[src/rtl/lcas_pkg.sv]
// Shared package for the Life generation stream core.
// Holds grid limits, register and operation codes, stage and result types, and the B3/S23 rule.
// No dependencies.
package lcas_pkg;

    localparam int MAX_WIDTH  = 1024;
    localparam int MAX_HEIGHT = 1024;
    localparam int COL_W      = $clog2(MAX_WIDTH);
    localparam int ROW_W      = $clog2(MAX_HEIGHT) + 1;
    localparam int CFG_W      = 11;
    localparam int REG_IDX_W  = 1;
    localparam int OUT_DEPTH  = 3;
    localparam int SLOT_W     = $clog2(OUT_DEPTH);
    localparam int LVL_W      = $clog2(OUT_DEPTH + 1);

    typedef enum logic {
        OP_CELL  = 1'b0,
        OP_FLUSH = 1'b1
    } op_t;

    typedef enum logic [REG_IDX_W-1:0] {
        REG_GRID_WIDTH  = 1'b0,
        REG_GRID_HEIGHT = 1'b1
    } reg_index_t;

    typedef struct packed {
        logic             valid;
        logic [COL_W-1:0] col;
        logic             col_zero;
        logic             row_ge1;
        logic             row_ge2;
        logic             alive;
        logic             emit;
        logic             last;
    } stage_t;

    typedef struct packed {
        logic next_alive;
        logic frame_last;
    } result_t;

    function automatic logic life_rule(input logic [8:0] win);
        logic [3:0] cnt;
        cnt = 4'd0;
        for (int b = 0; b < 9; b++)
        begin
            if (b != 4)
            begin
                cnt = cnt + 4'(win[b]);
            end
        end
        if (win[4])
        begin
            return (cnt == 4'd2) || (cnt == 4'd3);
        end
        return cnt == 4'd3;
    endfunction

endpackage

[src/rtl/lcas_ram.sv]
// Generic single-port-write, single-port-read RAM with a registered read.
// A read and a write of the same entry in one cycle return the old contents.
// No dependencies.
module lcas_ram #(
    parameter int WIDTH = 1,
    parameter int DEPTH = 1024
) (
    input  logic                     clk,
    input  logic                     we,
    input  logic [$clog2(DEPTH)-1:0] waddr,
    input  logic [WIDTH-1:0]         wdata,
    input  logic                     re,
    input  logic [$clog2(DEPTH)-1:0] raddr,
    output logic [WIDTH-1:0]         rdata
);

    logic [WIDTH-1:0] mem [DEPTH];

    always_ff @(posedge clk)
    begin
        if (we)
        begin
            mem[waddr] <= wdata;
        end
        if (re)
        begin
            rdata <= mem[raddr];
        end
    end

endmodule

[src/rtl/lcas_window.sv]
// Second stage: completes the upper row store update, slides the 3x3 window and applies the rule.
// Depends on lcas_pkg.
module lcas_window import lcas_pkg::*; (
    input  logic             clk,
    input  logic             rst_n,
    input  logic             clear,
    input  stage_t           stage,
    input  logic             mid_rdata,
    input  logic             up_rdata,
    output logic             up_we,
    output logic [COL_W-1:0] up_waddr,
    output logic             up_wdata,
    output logic             push,
    output result_t          push_data
);

    logic [8:0] win_reg;
    logic [8:0] win_next;
    logic [8:0] shifted;
    logic       mid;
    logic       up;
    logic [2:0] newcol;

    always_comb
    begin
        mid    = stage.row_ge1 & mid_rdata;
        up     = stage.row_ge2 & up_rdata;
        newcol = {stage.alive, mid, up};
        if (stage.col_zero)
        begin
            shifted = {3'b000, win_reg[8:3]};
        end
        else
        begin
            shifted = {newcol, win_reg[8:3]};
        end

        push                 = stage.valid & stage.emit;
        push_data.next_alive = life_rule(shifted);
        push_data.frame_last = stage.last;

        up_we    = stage.valid;
        up_waddr = stage.col;
        up_wdata = mid;

        win_next = win_reg;
        if (clear)
        begin
            win_next = '0;
        end
        else if (stage.valid)
        begin
            if (stage.last)
            begin
                win_next = '0;
            end
            else if (stage.col_zero)
            begin
                win_next = {newcol, 6'b000000};
            end
            else
            begin
                win_next = shifted;
            end
        end
    end

    always_ff @(posedge clk or negedge rst_n)
    begin
        if (!rst_n)
        begin
            win_reg <= '0;
        end
        else
        begin
            win_reg <= win_next;
        end
    end

endmodule

[src/rtl/lcas_out_fifo.sv]
// Output queue of results that decouples the result channel from the generation pipeline.
// Depends on lcas_pkg.
module lcas_out_fifo import lcas_pkg::*; (
    input  logic             clk,
    input  logic             rst_n,
    input  logic             push,
    input  result_t          push_data,
    input  logic             result_stall,
    output logic             result_valid,
    output result_t          result,
    output logic [LVL_W-1:0] level
);

    result_t          slot_reg [OUT_DEPTH];
    result_t          slot_next [OUT_DEPTH];
    logic [LVL_W-1:0] count_reg;
    logic [LVL_W-1:0] count_next;
    logic [LVL_W-1:0] widx;
    logic             pop;

    always_comb
    begin
        pop = (count_reg != '0) && !result_stall;
        for (int i = 0; i < OUT_DEPTH; i++)
        begin
            slot_next[i] = slot_reg[i];
        end
        if (pop)
        begin
            for (int i = 0; i < OUT_DEPTH - 1; i++)
            begin
                slot_next[i] = slot_reg[i + 1];
            end
        end
        widx = count_reg - LVL_W'(pop);
        if (push)
        begin
            slot_next[widx[SLOT_W-1:0]] = push_data;
        end
        count_next = count_reg + LVL_W'(push) - LVL_W'(pop);
    end

    always_ff @(posedge clk)
    begin
        for (int i = 0; i < OUT_DEPTH; i++)
        begin
            slot_reg[i] <= slot_next[i];
        end
    end

    always_ff @(posedge clk or negedge rst_n)
    begin
        if (!rst_n)
        begin
            count_reg <= '0;
        end
        else
        begin
            count_reg <= count_next;
        end
    end

    assign result_valid = (count_reg != '0);
    assign result       = slot_reg[0];
    assign level        = count_reg;

endmodule

[src/rtl/life_cellular_automaton_stream_core.sv]
// Top level of the Life (B3/S23) generation stream core.
// Depends on lcas_pkg, lcas_ram, lcas_window and lcas_out_fifo.
//
// The block takes one cell request per clock cycle in raster order and returns the next
// generation of each cell in the same order, grid_width+1 requests behind the input; after a
// frame the host sends grid_width+1 flush requests to drain the last row. Each request passes
// through the scan stage, where the middle row store is read and written, and then the
// window stage, which writes the upper row store back from the value just read; its result
// is then registered in the output queue. A three-entry output queue keeps the input open
// while results wait, and the input stalls only once that queue and the window stage hold three
// results between them. The row stores need no clearing after reset, since every row is written
// in full before it is read.
module life_cellular_automaton_stream_core import lcas_pkg::*; (
    input  logic                 clk,
    input  logic                 rst_n,
    input  logic                 item_valid,
    output logic                 item_stall,
    input  logic                 op,
    input  logic                 cell_alive,
    output logic                 result_valid,
    input  logic                 result_stall,
    output logic                 next_alive,
    output logic                 frame_last,
    input  logic                 cfg_write_en,
    input  logic [REG_IDX_W-1:0] cfg_index,
    input  logic [CFG_W-1:0]     cfg_data
);

    logic [COL_W-1:0] wlast_reg;
    logic [COL_W-1:0] wlast_next;
    logic [ROW_W-1:0] height_reg;
    logic [ROW_W-1:0] height_next;
    logic [ROW_W-1:0] height_p1_reg;
    logic [ROW_W-1:0] height_p1_next;
    logic [COL_W-1:0] col_reg;
    logic [COL_W-1:0] col_next;
    logic [ROW_W-1:0] row_reg;
    logic [ROW_W-1:0] row_next;
    stage_t           s1_reg;
    stage_t           s1_next;
    logic             fwd_valid_reg;
    logic             fwd_valid_next;
    logic             fwd_data_reg;

    logic [31:0]      cfg_value;
    logic [COL_W:0]   width_clamp;
    logic [ROW_W-1:0] height_clamp;
    logic             accept;
    logic [COL_W-1:0] col_now;
    logic [LVL_W:0]   pending;
    logic [LVL_W-1:0] level;

    logic             mid_rdata;
    logic             up_rdata;
    logic             up_cell;
    logic             up_we;
    logic [COL_W-1:0] up_waddr;
    logic             up_wdata;
    logic             push;
    result_t          push_data;
    result_t          result;

    always_comb
    begin
        cfg_value = 32'(cfg_data);
        if (cfg_value == 32'd0)
        begin
            width_clamp  = (COL_W+1)'(1);
            height_clamp = ROW_W'(1);
        end
        else
        begin
            width_clamp  = (cfg_value > 32'(MAX_WIDTH)) ? (COL_W+1)'(MAX_WIDTH)
                                                        : (COL_W+1)'(cfg_value);
            height_clamp = (cfg_value > 32'(MAX_HEIGHT)) ? ROW_W'(MAX_HEIGHT)
                                                         : ROW_W'(cfg_value);
        end

        wlast_next     = wlast_reg;
        height_next    = height_reg;
        height_p1_next = height_p1_reg;
        if (cfg_write_en)
        begin
            unique case (reg_index_t'(cfg_index))
                REG_GRID_WIDTH:
                begin
                    wlast_next = COL_W'(width_clamp - (COL_W+1)'(1));
                end
                REG_GRID_HEIGHT:
                begin
                    height_next    = height_clamp;
                    height_p1_next = height_clamp + ROW_W'(1);
                end
            endcase
        end
    end

    always_comb
    begin
        pending    = {1'b0, level} + (LVL_W+1)'(s1_reg.valid & s1_reg.emit);
        item_stall = (pending >= (LVL_W+1)'(OUT_DEPTH));
        accept     = item_valid && !item_stall;

        col_now          = (col_reg > wlast_reg) ? '0 : col_reg;
        s1_next.valid    = accept;
        s1_next.col      = col_now;
        s1_next.col_zero = (col_now == '0);
        s1_next.row_ge1  = (row_reg != '0);
        s1_next.row_ge2  = (row_reg[ROW_W-1:1] != '0);
        s1_next.alive    = (op == OP_CELL) && (row_reg < height_reg) && cell_alive;
        s1_next.emit     = s1_next.col_zero ? s1_next.row_ge2 : s1_next.row_ge1;
        s1_next.last     = s1_next.emit && s1_next.col_zero && (row_reg == height_p1_reg);

        fwd_valid_next = accept && s1_reg.valid && (s1_reg.col == col_now);

        col_next = col_reg;
        row_next = row_reg;
        if (cfg_write_en)
        begin
            col_next = '0;
            row_next = '0;
        end
        else if (accept)
        begin
            if (s1_next.last)
            begin
                col_next = '0;
                row_next = '0;
            end
            else if (col_now == wlast_reg)
            begin
                col_next = '0;
                if (row_reg != '1)
                begin
                    row_next = row_reg + ROW_W'(1);
                end
            end
            else
            begin
                col_next = col_now + COL_W'(1);
            end
        end
    end

    always_ff @(posedge clk or negedge rst_n)
    begin
        if (!rst_n)
        begin
            wlast_reg     <= COL_W'(MAX_WIDTH - 1);
            height_reg    <= ROW_W'(MAX_HEIGHT);
            height_p1_reg <= ROW_W'(MAX_HEIGHT + 1);
            col_reg       <= '0;
            row_reg       <= '0;
            s1_reg        <= '0;
            fwd_valid_reg <= 1'b0;
        end
        else
        begin
            wlast_reg     <= wlast_next;
            height_reg    <= height_next;
            height_p1_reg <= height_p1_next;
            col_reg       <= col_next;
            row_reg       <= row_next;
            s1_reg        <= s1_next;
            fwd_valid_reg <= fwd_valid_next;
        end
    end

    always_ff @(posedge clk)
    begin
        fwd_data_reg <= up_wdata;
    end

    assign up_cell = fwd_valid_reg ? fwd_data_reg : up_rdata;

    lcas_ram #(
        .WIDTH (1),
        .DEPTH (MAX_WIDTH)
    ) u_mid_ram (
        .clk   (clk),
        .we    (accept),
        .waddr (col_now),
        .wdata (s1_next.alive),
        .re    (accept),
        .raddr (col_now),
        .rdata (mid_rdata)
    );

    lcas_ram #(
        .WIDTH (1),
        .DEPTH (MAX_WIDTH)
    ) u_up_ram (
        .clk   (clk),
        .we    (up_we),
        .waddr (up_waddr),
        .wdata (up_wdata),
        .re    (accept),
        .raddr (col_now),
        .rdata (up_rdata)
    );

    lcas_window u_window (
        .clk       (clk),
        .rst_n     (rst_n),
        .clear     (cfg_write_en),
        .stage     (s1_reg),
        .mid_rdata (mid_rdata),
        .up_rdata  (up_cell),
        .up_we     (up_we),
        .up_waddr  (up_waddr),
        .up_wdata  (up_wdata),
        .push      (push),
        .push_data (push_data)
    );

    lcas_out_fifo u_out_fifo (
        .clk          (clk),
        .rst_n        (rst_n),
        .push         (push),
        .push_data    (push_data),
        .result_stall (result_stall),
        .result_valid (result_valid),
        .result       (result),
        .level        (level)
    );

    assign next_alive = result.next_alive;
    assign frame_last = result.frame_last;

endmodule

[config.mk]
export PLATFORM = sky130hd
export DESIGN_NAME = life_cellular_automaton_stream_core
export DESIGN_NICKNAME = d
export VERILOG_FILES = /design/src/rtl/lcas_pkg.sv /design/src/rtl/lcas_ram.sv /design/src/rtl/lcas_window.sv /design/src/rtl/lcas_out_fifo.sv /design/src/rtl/life_cellular_automaton_stream_core.sv
export SDC_FILE = /design/constraint.sdc
export NUM_CORES = 2
export LEC_CHECK = 0
export BUFFER_PORTS_ARGS = -buffer_cell sky130_fd_sc_hd__buf_2
export CORE_ASPECT_RATIO = 1.4
export CORE_MARGIN = 2
export CORE_UTILIZATION = 35
export CTS_CLUSTER_SIZE = 40
export DETAILED_ROUTE_END_ITERATION = 7
export GPL_TIMING_DRIVEN = 0
export PLACE_DENSITY = 0.46
export SLEW_MARGIN = 30
export SYNTH_ARGS = -nofsm -noshare
export SYNTH_HDL_FRONTEND = slang
export SYNTH_SLANG_ARGS = --single-unit
[constraint.sdc]
create_clock -name clk -period 92.9 [get_ports clk]
set_input_delay 13.935 -clock clk [delete_from_list [all_inputs] [get_ports clk]]
set_output_delay 13.935 -clock clk [all_outputs]
set_load 0.02 [all_outputs]
# After elaboration in Yosys (flattened, before gate mapping)
# Memory sizes are Yosys's and may differ from the RTL's. A register that Yosys moved wholly into a read port is not among the register bits.
# Index checks and enable logic that the tools add are counted.
# Widths: inputs -> output; s select.
[word_totals] regBits=83 ram_bits=2054 inputBits=19 output_inout_bits=4 elab_cells=109 mem_count=3
[mem_list] name="u_mid_ram.mem" words=1024 width=1 read_ports=1 rd_clocked_by_memory_dff=1 write_ports=1 line_no="lcas_ram.sv:17" source="logic [WIDTH-1:0] mem [DEPTH];"
[mem_list] name="u_up_ram.mem" words=1024 width=1 read_ports=1 rd_clocked_by_memory_dff=1 write_ports=1 line_no="lcas_ram.sv:17"
[mem_list] name="u_out_fifo.slot_reg" words=3 width=2 read_ports=3 rd_clocked_by_memory_dff=0 write_ports=3 line_no="lcas_out_fifo.sv:14" source="result_t slot_reg [OUT_DEPTH];"
[classes] n_addsub=15 magnitude_cmp=6 n_eq_ne=6 mux=31 bitwise=7 reduce_logical=24
[ops] op="$mux 11" n=7
[ops] op="$mux 10" n=5
[ops] op="$mux 9" n=5
[ops] op="$add 4x1->4" n=6
[ops] op="$add 11x1->11 const B" n=2
[ops] op="$eq 10x10->1" n=2
[ops] op="$eq 11x11->1" n=1
[ops] op="$gt 11x11->1 const B" n=1
[ops] op="$logic_not 11->1" n=1
[ops] op="$lt 11x11->1" n=1
[ops] op="$ne 11x11->1 const B" n=1
[ops] op="$reduce_bool 11->1" n=1
[ops] op="$add 10x1->10 const B" n=1
[ops] op="$gt 10x10->1" n=1
[ops] op="$logic_not 10->1" n=1
[ops] op="$reduce_bool 10->1" n=1
[ops] op="$sub 10x1->10 const B" n=1
[ops] op="$logic_and 1x1->1" n=9
[ops] op="$mux 1" n=9
[ops] op="$eq 4x2->1 const B" n=2
[ops] op="$bwmux 6" n=1
[ops] op="$mux 6" n=1
[ops] op="$reduce_bool 2->1" n=3
[ops] op="$reduce_bool 3->1" n=2
[ops] op="other kinds (17)" n=24

# Longest topological paths before layout
[logic_depth] ltp_word=16 ltp_mapped=25 mapped_depth_nobuf=15

# Hierarchy
# A second synthesis with hierarchy kept.
[hier_totals] hier_cells=6840 hier_area_um2=94942.3
[modules_own_cells] mod="lcas_ram" instances=2 cells_each=3112 area_per_inst_um2=44666.6 seq_area_each_um2=30779.5
[modules_own_cells] mod="life_cellular_automaton_stream_core" instances=1 cells_each=526 area_per_inst_um2=4664.5 seq_area_each_um2=1813.0
[modules_own_cells] mod="lcas_window" instances=1 cells_each=58 area_per_inst_um2=529.3 seq_area_each_um2=150.1
[modules_own_cells] mod="lcas_out_fifo" instances=1 cells_each=32 area_per_inst_um2=415.4 seq_area_each_um2=190.2

# Least setup slack after synthesis
# No wires, ideal clock.
[synth_path] path_kind="input to register" startpoint="input port cell_alive" endpoint="memory u_mid_ram.mem[0], data pin" setup_ps=11382 arrival_time_ps=70551 required_time_ps=81518 slack_ps=10967 path_stages=1 path_buffers=0 path_cell_list="nor4b_1"
[synth_between] elab_chain_cells=1
[synth_lines] element="start, declared" line_no="life_cellular_automaton_stream_core.sv:19" source="input logic cell_alive,"
[synth_lines] element="$logic_and 1x1->1" line_no="life_cellular_automaton_stream_core.sv:110" source="s1_next.alive = (op == OP_CELL) && (row_reg < height_reg) && cell_alive;"
[synth_lines] element="end, declared" line_no="lcas_ram.sv:17"
# No other way between the ends.

==> flow_summary.json <==
{
  "outcome": "finished, final reports clean",
  "cts.sink_count": 2136,
  "num-nets-final": 8468,
  "worst_path_most_repeated_cell": "sky130_fd_sc_hd__buf_2",
  "unique_masters_post_synth": 91,
  "cts_resized": 0,
  "worstSkewPairLatency_ns": 0.97,
  "wire_length_of_the_first_global_routing_pass_microns": 748000,
  "postLayoutSetupSlackWorst_ns": 72.42,
  "drt_pass1_iterations": 6,
  "final.setup_skew_ns": 0.0916,
  "postSynthRegisterBits": 2136,
  "switchingPower_uw": 1350,
  "dpl-instance-area_sq_um": 105000,
  "r2r_cells": 23,
  "drv_slew": 0,
  "critical_setup_path_kind": "primary input to flop",
  "synth_top_area_share_pct": 65.0,
  "power.sequential.fraction_pct": 33.3,
  "tritoncts_clock_tree": "built",
  "post_drt_wl_per_cell_microns": 48.6,
  "worst-path-stages": 33,
  "max-clock-path-buffers": 4,
  "layout_cell_share_with_drive_strength_beyond_1_pct": 16.0,
  "detail_route.vias_per_cell": 6.53,
  "setup.worst_path.end_class": "flop",
  "ys_async_sr_fraction_pct": 3.70,
  "postSynth.topFlopCell": "sky130_fd_sc_hd__edfxtp_1",
  "cell_internal_power_uw": 1830,
  "timing.hold.worst_path_depth": 2,
  "hp-class": "flop to flop",
  "comb_power_share_pct": 37.5,
  "crit_fanout": 11,
  "die_x_microns": 444,
  "worst_ir_drop_vdd_v": 0.0000173,
  "track_usage_pct": 42.3,
  "number_of_antenna_violating_nets_in_the_routed_design": 0,
  "hold_buffers": 0,
  "synth_area_leaders": "sky130_fd_sc_hd__edfxtp_1 (65%), sky130_fd_sc_hd__nor2_1 (8.9%), sky130_fd_sc_hd__mux2i_1 (2.6%)",
  "clk_transition_reported_paths_ns": 0.06,
  "hold_violations": 0,
  "post_synth_instance_area_sq_um": 94800,
  "worst_path_largest_cell_delay_ns": 0.55,
  "routed_wl_microns": 595000,
  "num-fill-cells": 25657,
  "critical_path.top_delay_family": "buffers and inverters",
  "max_freq_mhz": 48.8,
  "worstMarginPinSlew_ns": 1.27,
  "initial_utilization_pct": 35.1,
  "holdWs_ns": 0.474,
  "cap_violations": 0,
  "synth-edff-count": 2052,
  "synth_area_leader_cell": "sky130_fd_sc_hd__edfxtp_1",
  "port-buffer-count": 20,
  "regToRegSetupSlack_ns": 81.66,
  "syn-num-nets": 7908,
  "preCtsSetupSlack_ns": 71.92,
  "power.static_leakage_uw": 0.0377,
  "clock_power_share_pct": 29.2,
  "cell_type_of_the_slowest_stage_on_the_worst_timing_path": "sky130_fd_sc_hd__nor4b_2",
  "fin_util_pct": 41.6,
  "yosys_warnings": 0,
  "design.portCount": 23,
  "antenna_violations_before_repair": 101,
  "drt_iter0_markers": 14025,
  "cp_data_required_time_ns": 93.68,
  "multi_input_area_sq_um": 28200,
  "tritoncts.num_buffers": 231,
  "fp-row-count": 226,
  "timing.final.crit_period_ns": 20.48,
  "avgSynthCellArea_sq_um": 12.1,
  "pwr_density_cell_nw_per_um2": 28.4,
  "fin_setup_tns_ns": 0,
  "final_min_period_over_clock_period_pct": 22.0,
  "startpoint_type": "primary input",
  "synth_instances": 7848,
  "synth_seq_area_share_pct": 67.2,
  "postCtsSetupRepairBufs": 0,
  "dieHeight_microns": 620,
  "critical_path_buf_inv_count": 32,
  "detail_route.drc_violations": 0,
  "core_sq_um": 270000,
  "setup_violations_final": 0,
  "clock-root-buffer": "sky130_fd_sc_hd__clkbuf_16",
  "power.share.switching_pct": 42.4,
  "grt_max_degree": 136,
  "timing.critical_path.arrival_ns": 21.26,
  "grt_setup_unrepaired": "false",
  "cts.htree.levels": 4,
  "grt_overflow": 0,
  "syn_to_final_growth_pct": 18.4,
  "design.die.area_sq_um": 275000,
  "grt_pass1_vias": 72279,
  "timing.slew.headroom_pct": 15.1,
  "dp_hpwl_microns": 426000,
  "via_count": 80024,
  "final_design_area_no_fill_sq_um": 112000,
  "ff_latch_area_sq_um": 63700,
  "place.gp.congestion": 1.03
}
==> power groups by stage <==
stage	clock, uW	sequential (uW)	combinational, uW
floorplan	0	1100	329
global placement	0	1120	978
detailed placement	0	1080	1100
CTS	925	1060	1100
global route	957	1060	1130
finish	931	1060	1190
==> cells by family after synthesis <==
| family | synth area share (%) |
|---|---|
| compound gates | 9.29 |
| xor+xnor | 0.443 |
| fa+ha+maj | 0.573 |
| buf+inv | 3.55 |
| flops | 67.2 |
| mux | 6.03 |
| simple gates | 12.9 |
==> worst paths after layout <==
path | from | to
hold / removal | u_out_fifo.slot_reg[0][2]$_DFF_P_ | u_out_fifo.slot_reg[0][0]$_DFF_P_
max in group asynchronous | rst_n | height_p1_reg[10]$_DFFE_PN1P_
min in group asynchronous | rst_n | s1_reg[0]$_DFF_PN0_
setup reg to reg | col_reg[0]$_DFFE_PN0P_ | u_up_ram.rdata$_DFFE_PP_
setup / recovery | op | u_mid_ram.mem[534]$_DFFE_PP_
hold reg to reg | u_out_fifo.slot_reg[0][2]$_DFF_P_ | u_out_fifo.slot_reg[0][0]$_DFF_P_
==> area by class of cell <==
cell class                      instances  area share, %
Antenna cell                          122          0.272
Buffer                                741           3.04
Clock buffer                          291           5.48
Clock inverter                        129          0.902
Inverter                               94          0.321
Multi-Input combinational cell       4877           25.1
Sequential cell                      2136           56.7
Tap cell                             3534           3.94
Timing Repair Buffer                  327           4.17
==> synth_stat cells (all sizes together), types with 23 or more instances <==
master / instances
nand2b: 34
xor2: 23
nand2: 388
nand4: 36
dfrtp: 66
o21ai: 244
o32ai: 25
nor2: 2261
o221ai: 98
nor2b: 31
o22ai: 185
o31ai: 24
xnor2: 25
inv: 93
a21oi: 258
a211oi: 76
ha: 37
mux2i: 242
mux4: 91
a221oi: 33
o211ai: 53
mux2: 111
nand3: 102
nor4: 28
a31oi: 68
buf: 270
and2: 23
clkbuf: 471
edfxtp: 2052
a21o: 24
nor3: 54
o22a: 24
==> per-layer routing <==
layer | track usage (%) | vias to the layer above | wire length, microns
met5 | 0 | - | 178
met4 | 45.2 | 28 | 75000
met3 | 13.5 | 2443 | 66800
met2 | 62.9 | 6947 | 258000
met1 | 46.1 | 40769 | 195000
li1 | - | 29837 | -
==> through the flow <==
step,total power (uW),std cells
6_report,3180,12251
5_1_grt,3140,12134
4_1_cts,3080,12127
3_5_place_dp,2180,11707
3_3_place_gp,2100,11402
2_1_floorplan,1430,7848
==> cells in the final DEF (no fill, tap or decap), types with 110 or more instances in the layout <==
cell type	netlist	routed
sky130_fd_sc_hd__clkbuf_16	0	233
sky130_fd_sc_hd__diode_2	0	122
sky130_fd_sc_hd__buf_2	125	293
sky130_fd_sc_hd__o22ai_1	185	185
sky130_fd_sc_hd__nand2_1	387	382
sky130_fd_sc_hd__clkbuf_1	471	331
sky130_fd_sc_hd__o21ai_0	224	221
sky130_fd_sc_hd__mux2_2	110	110
sky130_fd_sc_hd__nor2_1	2259	2244
sky130_fd_sc_hd__clkbuf_2	0	173
sky130_fd_sc_hd__mux2i_1	242	242
sky130_fd_sc_hd__a21oi_1	256	236
sky130_fd_sc_hd__edfxtp_1	2052	2052
==> worst min-delay path: cells and delay by family, from the launching register on <==
family | cells | cell delay [ns]
AO/OA/AOI/OAI | 1 | 0.07
flip-flops | 1 | 0.31
AND/OR/NAND/NOR | 1 | 0.05
Note: power is estimated with default switching activity, not from simulation.
